File: config.mk
export PLATFORM = sky130hd
export DESIGN_NAME = hid_keyboard_report_diff_top
export DESIGN_NICKNAME = d
export VERILOG_FILES = /design/src/hw/rtl/hkrd_pkg.sv /design/src/hw/rtl/hkrd_front.sv /design/src/hw/rtl/hkrd_queue.sv /design/src/hw/rtl/hkrd_back.sv /design/src/hw/rtl/hid_keyboard_report_diff_top.sv
export SDC_FILE = /design/constraint.sdc
export NUM_CORES = 1
export LEC_CHECK = 0
export BUFFER_PORTS_ARGS = -buffer_cell sky130_fd_sc_hd__buf_2
export CORE_ASPECT_RATIO = 0.75
export CORE_MARGIN = 5
export CORE_UTILIZATION = 59
export CTS_CLUSTER_SIZE = 12
export DETAILED_ROUTE_END_ITERATION = 10
export PLACE_DENSITY = 0.76
export RECOVER_POWER = 25
export SETUP_SLACK_MARGIN = 0.3
export SYNTH_ARGS = -nofsm -noshare
export SYNTH_HDL_FRONTEND = slang
export SYNTH_SLANG_ARGS = --single-unit
File: constraint.sdc
create_clock -name clk -period 11.3 [get_ports clk]
set_clock_uncertainty 0.1 [all_clocks]
set_input_delay 0.565 -clock clk [delete_from_list [all_inputs] [get_ports clk]]
set_output_delay 0.565 -clock clk [all_outputs]
set_load 0.005 [all_outputs]
File: src/hw/rtl/hkrd_pkg.sv
// Shared types and constants for the HID keyboard report diff block.
package hkrd_pkg;

	// Report layout.
	localparam int SLOT_COUNT = 6;
	localparam int MOD_BITS   = 8;
	localparam int CODE_W     = 8;

	// Event slots per report: modifier changes, presses, releases.
	localparam int EVT_COUNT     = MOD_BITS + 2 * SLOT_COUNT;
	localparam int EVT_IDX_W     = $clog2(EVT_COUNT);
	localparam int PRESS_BASE    = MOD_BITS;
	localparam int RELEASE_BASE  = MOD_BITS + SLOT_COUNT;

	// Usage code of modifier bit 0.
	localparam logic [CODE_W-1:0] MOD_BASE = 8'hE0;

	// Default depth of the queue between front and back.
	localparam int QUEUE_DEPTH = 2;

	typedef logic [SLOT_COUNT-1:0][CODE_W-1:0] key_array_t;

	// One classified report: which events fire, plus the codes they need.
	typedef struct packed {
		logic [EVT_COUNT-1:0] mask;
		logic [MOD_BITS-1:0]  mods;
		key_array_t           new_keys;
		key_array_t           old_keys;
	} diff_t;

	// Handshake between the queue and its neighbors: push from the front, pop from the back.
	typedef struct packed {
		logic push;
		logic pop;
	} queue_ctl_t;

	typedef struct packed {
		logic full;
		logic not_empty;
	} queue_sts_t;

endpackage

File: src/hw/rtl/hkrd_front.sv
// Front end: accepts reports, diffs them against the stored report, builds event masks.
module hkrd_front (
	input  logic                          clk,
	input  logic                          arst_n,
	input  logic                          rpt_valid,
	output logic                          rpt_stall,
	input  logic                          report_valid,
	input  logic [7:0]                    modifier_bits,
	input  hkrd_pkg::key_array_t          keys,
	input  logic                          q_full,
	output logic                          push,
	output hkrd_pkg::diff_t               push_data
);
	import hkrd_pkg::*;

	logic [MOD_BITS-1:0] prev_mods_q;
	key_array_t          prev_keys_q;
	logic [SLOT_COUNT-1:0] press;
	logic [SLOT_COUNT-1:0] release_hit;
	logic                  accept;

	assign rpt_stall = q_full;
	assign accept    = rpt_valid && !rpt_stall;

	// Presses are new keys missing from the old slots; releases the reverse.
	always_comb begin
		for (int i = 0; i < SLOT_COUNT; i++) begin
			press[i]       = (keys[i] != '0);
			release_hit[i] = (prev_keys_q[i] != '0);
			for (int j = 0; j < SLOT_COUNT; j++) begin
				if (keys[i] == prev_keys_q[j]) begin
					press[i] = 1'b0;
				end
				if (prev_keys_q[i] == keys[j]) begin
					release_hit[i] = 1'b0;
				end
			end
		end
	end

	// Pack the classified report for the back end.
	always_comb begin
		push_data.mask     = {release_hit, press, modifier_bits ^ prev_mods_q};
		push_data.mods     = modifier_bits;
		push_data.new_keys = keys;
		push_data.old_keys = prev_keys_q;
	end

	// Only valid reports that change something produce events.
	assign push = accept && report_valid && (push_data.mask != '0);

	// Stored report; an invalid report leaves it alone.
	always_ff @(posedge clk or negedge arst_n) begin
		if (!arst_n) begin
			prev_mods_q <= '0;
			prev_keys_q <= '0;
		end else if (accept && report_valid) begin
			prev_mods_q <= modifier_bits;
			prev_keys_q <= keys;
		end
	end

	// An invalid report must not disturb the stored state.
	a_invalid_keeps_state: assert property (@(posedge clk) disable iff (!arst_n)
		accept && !report_valid |=> $stable(prev_mods_q) && $stable(prev_keys_q))
		else $error("invalid report changed stored state");

	// Nothing is queued while the queue is full.
	a_no_push_when_full: assert property (@(posedge clk) disable iff (!arst_n)
		q_full |-> !push)
		else $error("push while queue full");

	// A report identical to the stored one queues nothing.
	a_same_report_silent: assert property (@(posedge clk) disable iff (!arst_n)
		accept && (modifier_bits == prev_mods_q) && (keys == prev_keys_q) |-> !push)
		else $error("unchanged report produced events");

endmodule

File: src/hw/rtl/hkrd_queue.sv
// Small circular queue of classified reports between front and back.
module hkrd_queue #(
	parameter int DEPTH = hkrd_pkg::QUEUE_DEPTH
) (
	input  logic                   clk,
	input  logic                   arst_n,
	input  hkrd_pkg::queue_ctl_t   ctl,
	input  hkrd_pkg::diff_t        push_data,
	output hkrd_pkg::diff_t        head,
	output hkrd_pkg::queue_sts_t   sts
);
	import hkrd_pkg::*;

	localparam int AW = (DEPTH > 1) ? $clog2(DEPTH) : 1;
	localparam int CW = $clog2(DEPTH + 1);
	localparam logic [AW-1:0] LAST_PTR = AW'(DEPTH - 1);
	localparam logic [CW-1:0] FULL_CNT = CW'(DEPTH);

	diff_t           mem_q [DEPTH];
	logic [AW-1:0]   wr_ptr_q;
	logic [AW-1:0]   rd_ptr_q;
	logic [CW-1:0]   count_q;

	assign sts.full      = (count_q == FULL_CNT);
	assign sts.not_empty = (count_q != '0);
	assign head          = mem_q[rd_ptr_q];

	// Storage writes.
	always_ff @(posedge clk) begin
		if (ctl.push) begin
			mem_q[wr_ptr_q] <= push_data;
		end
	end

	// Pointers and fill count.
	always_ff @(posedge clk or negedge arst_n) begin
		if (!arst_n) begin
			wr_ptr_q <= '0;
			rd_ptr_q <= '0;
			count_q  <= '0;
		end else begin
			if (ctl.push) begin
				wr_ptr_q <= (wr_ptr_q == LAST_PTR) ? '0 : wr_ptr_q + 1'b1;
			end
			if (ctl.pop) begin
				rd_ptr_q <= (rd_ptr_q == LAST_PTR) ? '0 : rd_ptr_q + 1'b1;
			end
			if (ctl.push && !ctl.pop) begin
				count_q <= count_q + 1'b1;
			end else if (ctl.pop && !ctl.push) begin
				count_q <= count_q - 1'b1;
			end
		end
	end

	// Pops only from a filled queue.
	a_no_pop_empty: assert property (@(posedge clk) disable iff (!arst_n)
		ctl.pop |-> sts.not_empty)
		else $error("pop from empty queue");

	// Fill count never exceeds the depth.
	a_count_bound: assert property (@(posedge clk) disable iff (!arst_n)
		count_q <= FULL_CNT)
		else $error("queue count overflow");

	// A push alone raises the count by one.
	a_count_step: assert property (@(posedge clk) disable iff (!arst_n)
		ctl.push && !ctl.pop |=> count_q == $past(count_q) + 1'b1)
		else $error("queue count did not follow push");

endmodule

File: src/hw/rtl/hkrd_back.sv
// Back end: walks each event mask lowest bit first and drives one event per beat.
module hkrd_back (
	input  logic                   clk,
	input  logic                   arst_n,
	input  hkrd_pkg::diff_t        head,
	input  logic                   q_not_empty,
	output logic                   pop,
	output logic                   evt_valid,
	input  logic                   evt_stall,
	output logic [7:0]             event_code,
	output logic                   event_pressed,
	output logic                   event_last
);
	import hkrd_pkg::*;

	diff_t                 work_q;
	logic                  out_valid_q;
	logic [CODE_W-1:0]     code_q;
	logic                  pressed_q;
	logic                  last_q;

	logic                  advance;
	logic                  use_head;
	logic                  have_evt;
	diff_t                 src;
	logic [EVT_IDX_W-1:0]  idx;
	logic [EVT_IDX_W-1:0]  slot_off;
	logic [EVT_COUNT-1:0]  rest;
	logic [CODE_W-1:0]     code_d;
	logic                  pressed_d;

	// Output register frees as soon as its beat is taken.
	assign advance  = !out_valid_q || !evt_stall;
	assign use_head = (work_q.mask == '0);
	assign src      = use_head ? head : work_q;
	assign have_evt = use_head ? q_not_empty : 1'b1;
	assign pop      = advance && use_head && q_not_empty;

	// Lowest pending event wins.
	always_comb begin
		idx = '0;
		for (int i = EVT_COUNT - 1; i >= 0; i--) begin
			if (src.mask[i]) begin
				idx = EVT_IDX_W'(i);
			end
		end
	end

	assign rest = src.mask & ~(EVT_COUNT'(1) << idx);

	// Event code and level for the chosen position.
	always_comb begin
		slot_off = '0;
		if (idx < EVT_IDX_W'(PRESS_BASE)) begin
			code_d    = MOD_BASE + CODE_W'(idx);
			pressed_d = src.mods[idx[$clog2(MOD_BITS)-1:0]];
		end else if (idx < EVT_IDX_W'(RELEASE_BASE)) begin
			slot_off  = idx - EVT_IDX_W'(PRESS_BASE);
			code_d    = src.new_keys[slot_off[$clog2(SLOT_COUNT)-1:0]];
			pressed_d = 1'b1;
		end else begin
			slot_off  = idx - EVT_IDX_W'(RELEASE_BASE);
			code_d    = src.old_keys[slot_off[$clog2(SLOT_COUNT)-1:0]];
			pressed_d = 1'b0;
		end
	end

	// Work register and output beat register.
	always_ff @(posedge clk or negedge arst_n) begin
		if (!arst_n) begin
			work_q      <= '0;
			out_valid_q <= 1'b0;
		end else if (advance) begin
			out_valid_q <= have_evt;
			if (have_evt) begin
				work_q.mask     <= rest;
				work_q.mods     <= src.mods;
				work_q.new_keys <= src.new_keys;
				work_q.old_keys <= src.old_keys;
			end
		end
	end

	// Payload registers carry no reset.
	always_ff @(posedge clk) begin
		if (advance && have_evt) begin
			code_q    <= code_d;
			pressed_q <= pressed_d;
			last_q    <= (rest == '0);
		end
	end

	assign evt_valid     = out_valid_q;
	assign event_code    = code_q;
	assign event_pressed = pressed_q;
	assign event_last    = last_q;

	// Pending work always sits behind a beat on the output.
	a_pending_has_beat: assert property (@(posedge clk) disable iff (!arst_n)
		work_q.mask != '0 |-> out_valid_q)
		else $error("pending events without an output beat");

	// The last beat of a report leaves nothing pending.
	a_last_clears: assert property (@(posedge clk) disable iff (!arst_n)
		out_valid_q && last_q |-> work_q.mask == '0)
		else $error("events pending after last beat");

	// A new report is only taken once the current one is drained.
	a_pop_only_idle: assert property (@(posedge clk) disable iff (!arst_n)
		pop |-> work_q.mask == '0)
		else $error("queue popped while events pending");

endmodule

File: src/hw/rtl/hid_keyboard_report_diff_top.sv
// Top level of the HID boot-keyboard report to key event converter.
//
//  channel | handshake            | payload
//  --------+----------------------+--------------------------------------------
//  report  | rpt_valid, rpt_stall | report_valid, modifier_bits, key_slot_0..5
//  event   | evt_valid, evt_stall | event_code, event_pressed, event_last
//
// A report is classified in the cycle it is accepted and queued (QUEUE_DEPTH entries).
// The back end sends one event beat per cycle while evt_stall is low, so a report with N
// events gives N beats on the event channel, up to 20; consecutive reports follow with no gap.
// The report side stalls only while the queue is full; invalid or unchanged reports
// are taken and produce no beats. Reset clears the stored report to zero.
module hid_keyboard_report_diff_top #(
	parameter int QUEUE_DEPTH = hkrd_pkg::QUEUE_DEPTH
) (
	input  logic       clk,
	input  logic       arst_n,
	input  logic       rpt_valid,
	output logic       rpt_stall,
	input  logic       report_valid,
	input  logic [7:0] modifier_bits,
	input  logic [7:0] key_slot_0,
	input  logic [7:0] key_slot_1,
	input  logic [7:0] key_slot_2,
	input  logic [7:0] key_slot_3,
	input  logic [7:0] key_slot_4,
	input  logic [7:0] key_slot_5,
	output logic       evt_valid,
	input  logic       evt_stall,
	output logic [7:0] event_code,
	output logic       event_pressed,
	output logic       event_last
);
	import hkrd_pkg::*;

	key_array_t  keys;
	diff_t       push_data;
	diff_t       head;
	queue_ctl_t  q_ctl;
	queue_sts_t  q_sts;

	assign keys = {key_slot_5, key_slot_4, key_slot_3, key_slot_2, key_slot_1, key_slot_0};

	// Report classification.
	hkrd_front u_front (
		.clk           (clk),
		.arst_n        (arst_n),
		.rpt_valid     (rpt_valid),
		.rpt_stall     (rpt_stall),
		.report_valid  (report_valid),
		.modifier_bits (modifier_bits),
		.keys          (keys),
		.q_full        (q_sts.full),
		.push          (q_ctl.push),
		.push_data     (push_data)
	);

	// Decoupling queue.
	hkrd_queue #(
		.DEPTH (QUEUE_DEPTH)
	) u_queue (
		.clk       (clk),
		.arst_n    (arst_n),
		.ctl       (q_ctl),
		.push_data (push_data),
		.head      (head),
		.sts       (q_sts)
	);

	// Event serializer.
	hkrd_back u_back (
		.clk           (clk),
		.arst_n        (arst_n),
		.head          (head),
		.q_not_empty   (q_sts.not_empty),
		.pop           (q_ctl.pop),
		.evt_valid     (evt_valid),
		.evt_stall     (evt_stall),
		.event_code    (event_code),
		.event_pressed (event_pressed),
		.event_last    (event_last)
	);

endmodule
==> results.txt <==
Setup Fix Bufs, Post-CTS: 0
Crit-path leading delay family: simple AND/OR/NAND/NOR gates
Ant diodes: 0
CTS root buffer: clkbuf_16
Final Hold Viols: 0
First-pass GRT wire length: 118000 microns
Static leakage: 9.38 nW
Syn Inst Count: 2100
RSZ-0062 raised after global routing: no
All-Layer GR Usage: 0.365
Die ar.: 44000 sq um
Worst setup path category: register to register
Layout area overhead: 7.66%
Worst hold endpoint: u_queue.mem_q[1][100]
Vias in the first global route: 16.8k
Final net count: 2117
Initial Util: 0.596
R2R Setup Slk: 4.61 ns
Detailed Place HPWL: 55900 microns
Hold buffer count at CTS: 1
Core ar.: 39500 sq um
Final WL: 80800 microns
Pre-antenna DRT Iters: 5
Synth Register Bits: 443
Number of enable flip-flop cells after synthesis: 258
Crit share post-route: 0.592
Post-layout util: 0.642
Count leader, synth: nand2_1
Critical path arrival: 6.91 ns
Hold crit path type: input pin to register
Max Cap Viol: 1
PortBufs: 72
CTS tree: yes
Status: finished, violations left
Crit. End Element: register
Asr flop ratio synth: 0.418
Post-DR wirelength/cell: 30.9 microns
Routability cong.: 0.973
Vias per cell: 6.76
Cell taking the most area after synthesis: edfxtp_1
Synth area leaders: edfxtp_1 (33%), dfrtp_1 (20%), xor2_1 (7.9%)
Fmax: 150 MHz
Maximum vdd drop: 322 uV
Top post-synthesis cells by count: nand2_1 (270), edfxtp_1 (258), xor2_1 (211)
Clock slew at reported path FFs: 0.07 ns
Ys flop type: edfxtp_1
GRT overflow: 0
Hold Path Depth: 1
Avg Cell Area, Syn: 11.2 sq um
Power Density: 335 nW/um^2
Sink Count: 443
DRC: 0
Slew margin rel.: -2.14
Worst slew pin tran: 4.71 ns
Resized Gates After CTS: 0
Chip height: 183 microns
Crit path buffers/inverters: 3
Setup violators final: 0
Num rows: 63
Post-DRT Antenna Nets: 0
Violated checks: max-capacitance violations, max-slew violations
Io pins: 73
Number of fillers in the final layout: 3054
Initial antenna violation count: 2
Slowest-stage cell, CP: nor4_1
Crit path largest cell delay: 0.90 ns
Yosys top cell area share: 0.329
Chip width: 241 microns
CTS buffer count: 45
Syn_nets: 2163
Sequential-to-total area share from yosys stat: 0.526
Largest net degree at the start of global routing: 116
Hold_sp: modifier_bits[4]
Worst-path cell chain: nor4_1 -> nand3_1 -> nor3_2 -> buf_4 -> a211o_1 -> a211o_1 -> a21o_1 -> buf_4 -> inv_2 -> ha_1 -> nor3_1 -> o41ai_1 -> a311oi_1 -> a21oi_1
CP max FO: 38
Unique masters post-synth: 81
Worst-Skew Late Latency: 0.60 ns
Clock buffer depth: 3
Layout cells sized above 1: 0.105
Critical R2R Launch: u_back.work_q[106]
RR Endpoint: u_back.event_code[7]
Vias: 17.6k
Synth Warn #: 0
Setup_tns: 0 ns
Mapped Area: 23500 sq um
H-tree depth: 2
Slew Limit Fails: 76
Worst EP required: 11.52 ns
Reg2Reg Depth: 14
DR iter-0 viols: 2574
Tmin final: 6.69 ns
CP startpoint kind: register
-- routing by layer --
| metal | GRT usage | vias up | share of wire |
|---|---|---|---|
| li1 | - | 7517 | - |
| met1 | 0.579 | 8880 | 0.44 |
| met2 | 0.477 | 1092 | 0.39 |
| met3 | 0.129 | 160 | 0.14 |
| met4 | 0.0903 | 0 | 0.028 |
| met5 | 0 | - | 0 |
-- cell type report --
type / count / area, sq um / area share
Sequential cell: 443 / 12400 / 0.489
Multi-Input combinational cell: 1462 / 10400 / 0.410
Clock buffer: 75 / 1280 / 0.0505
Tap cell: 520 / 651 / 0.0257
Timing Repair Buffer: 95 / 477 / 0.0188
Clock inverter: 9 / 138 / 0.00543
Inverter: 7 / 26.3 / 0.00104
-- registers in the layout, indices dropped and copies added, names as in the netlist --
name	cells
u_queue.mem_q	248
u_back.work_q	124
u_front.push_data	48
u_back.event_code	8
u_front.prev_mods_q	8
u_queue.count_q	2
u_back.event_last	1
u_back.event_pressed	1
u_back.evt_valid	1
u_queue.rd_ptr_q	1
u_queue.wr_ptr_q	1
-- placed cells by master, fill, tap and decap left out, types with 83 or more instances in the layout --
| master | n |
|---|---|
| nand2_1 | 269 |
| edfxtp_1 | 258 |
| xor2_1 | 211 |
| dfrtp_1 | 184 |
| mux2i_1 | 141 |
| o21ai_0 | 126 |
| xnor2_1 | 90 |
| nor4_1 | 88 |
| nor2_1 | 88 |
| clkbuf_1 | 83 |
-- how the worst max path moves through the flow --
stage,slack (ns),from,depth (start not counted),end
2_1_floorplan,3.14,key_slot_4[4],11,u_queue.mem_q[0][0]
3_3_place_gp,4.95,u_back.work_q[106],14,u_back.event_code[7]
3_5_place_dp,4.95,u_back.work_q[106],14,u_back.event_code[7]
4_1_cts,4.92,u_back.work_q[106],14,u_back.event_code[7]
5_1_grt,4.46,arst_n,4,u_queue.rd_ptr_q
6_report,4.61,u_back.work_q[106],14,u_back.event_code[7]
-- per-stage QoR --
step                      worst slack (ns)  hold slack [ns]  instance area, sq um  instances  power, W
after floorplan                       3.14            0.169                 23500       2100   0.00554
after global placement                4.95            0.358                 24000       2526   0.00683
after detailed placement              4.95            0.365                 24000       2526   0.00688
after CTS                             4.92           0.0895                 25400       2611   0.00835
after global routing                  4.46            0.171                 25300       2611   0.00883
final                                 4.61            0.165                 25300       2611   0.00848
-- where the power goes --
part	switching [W]	leakage [nW]	internal [W]
combinational	0.00258	4.08	0.00148
sequential	0.000723	4.63	0.00225
clock	0.000652	0.676	0.000804
total	0.00395	9.38	0.00453
-- cell families (layout without fill, tap and decap cells) --
logic type      after synthesis  count (layout)  share of synthesized area
compound gates              329             329                     0.0910
xor+xnor                    301             301                      0.112
fa+ha+maj                     2               2                    0.00106
buf+inv                     195             186                     0.0341
flops                       443             443                      0.526
mux                         241             241                      0.118
simple gates                589             589                      0.118
-- worst register-to-register path, cell delays in order, from the launching register on --
cell      delay, ns
dfrtp_1        0.47
nor4_1         0.90
nand3_1        0.42
nor3_2         0.78
buf_4          0.58
a211o_1        0.21
a211o_1        0.18
a21o_1         0.13
buf_4          0.21
inv_2          0.34
ha_1           0.38
nor3_1         0.78
o41ai_1        0.35
a311oi_1       0.50
a21oi_1        0.09
No activity file was read; power rests on OpenSTA's default activity.
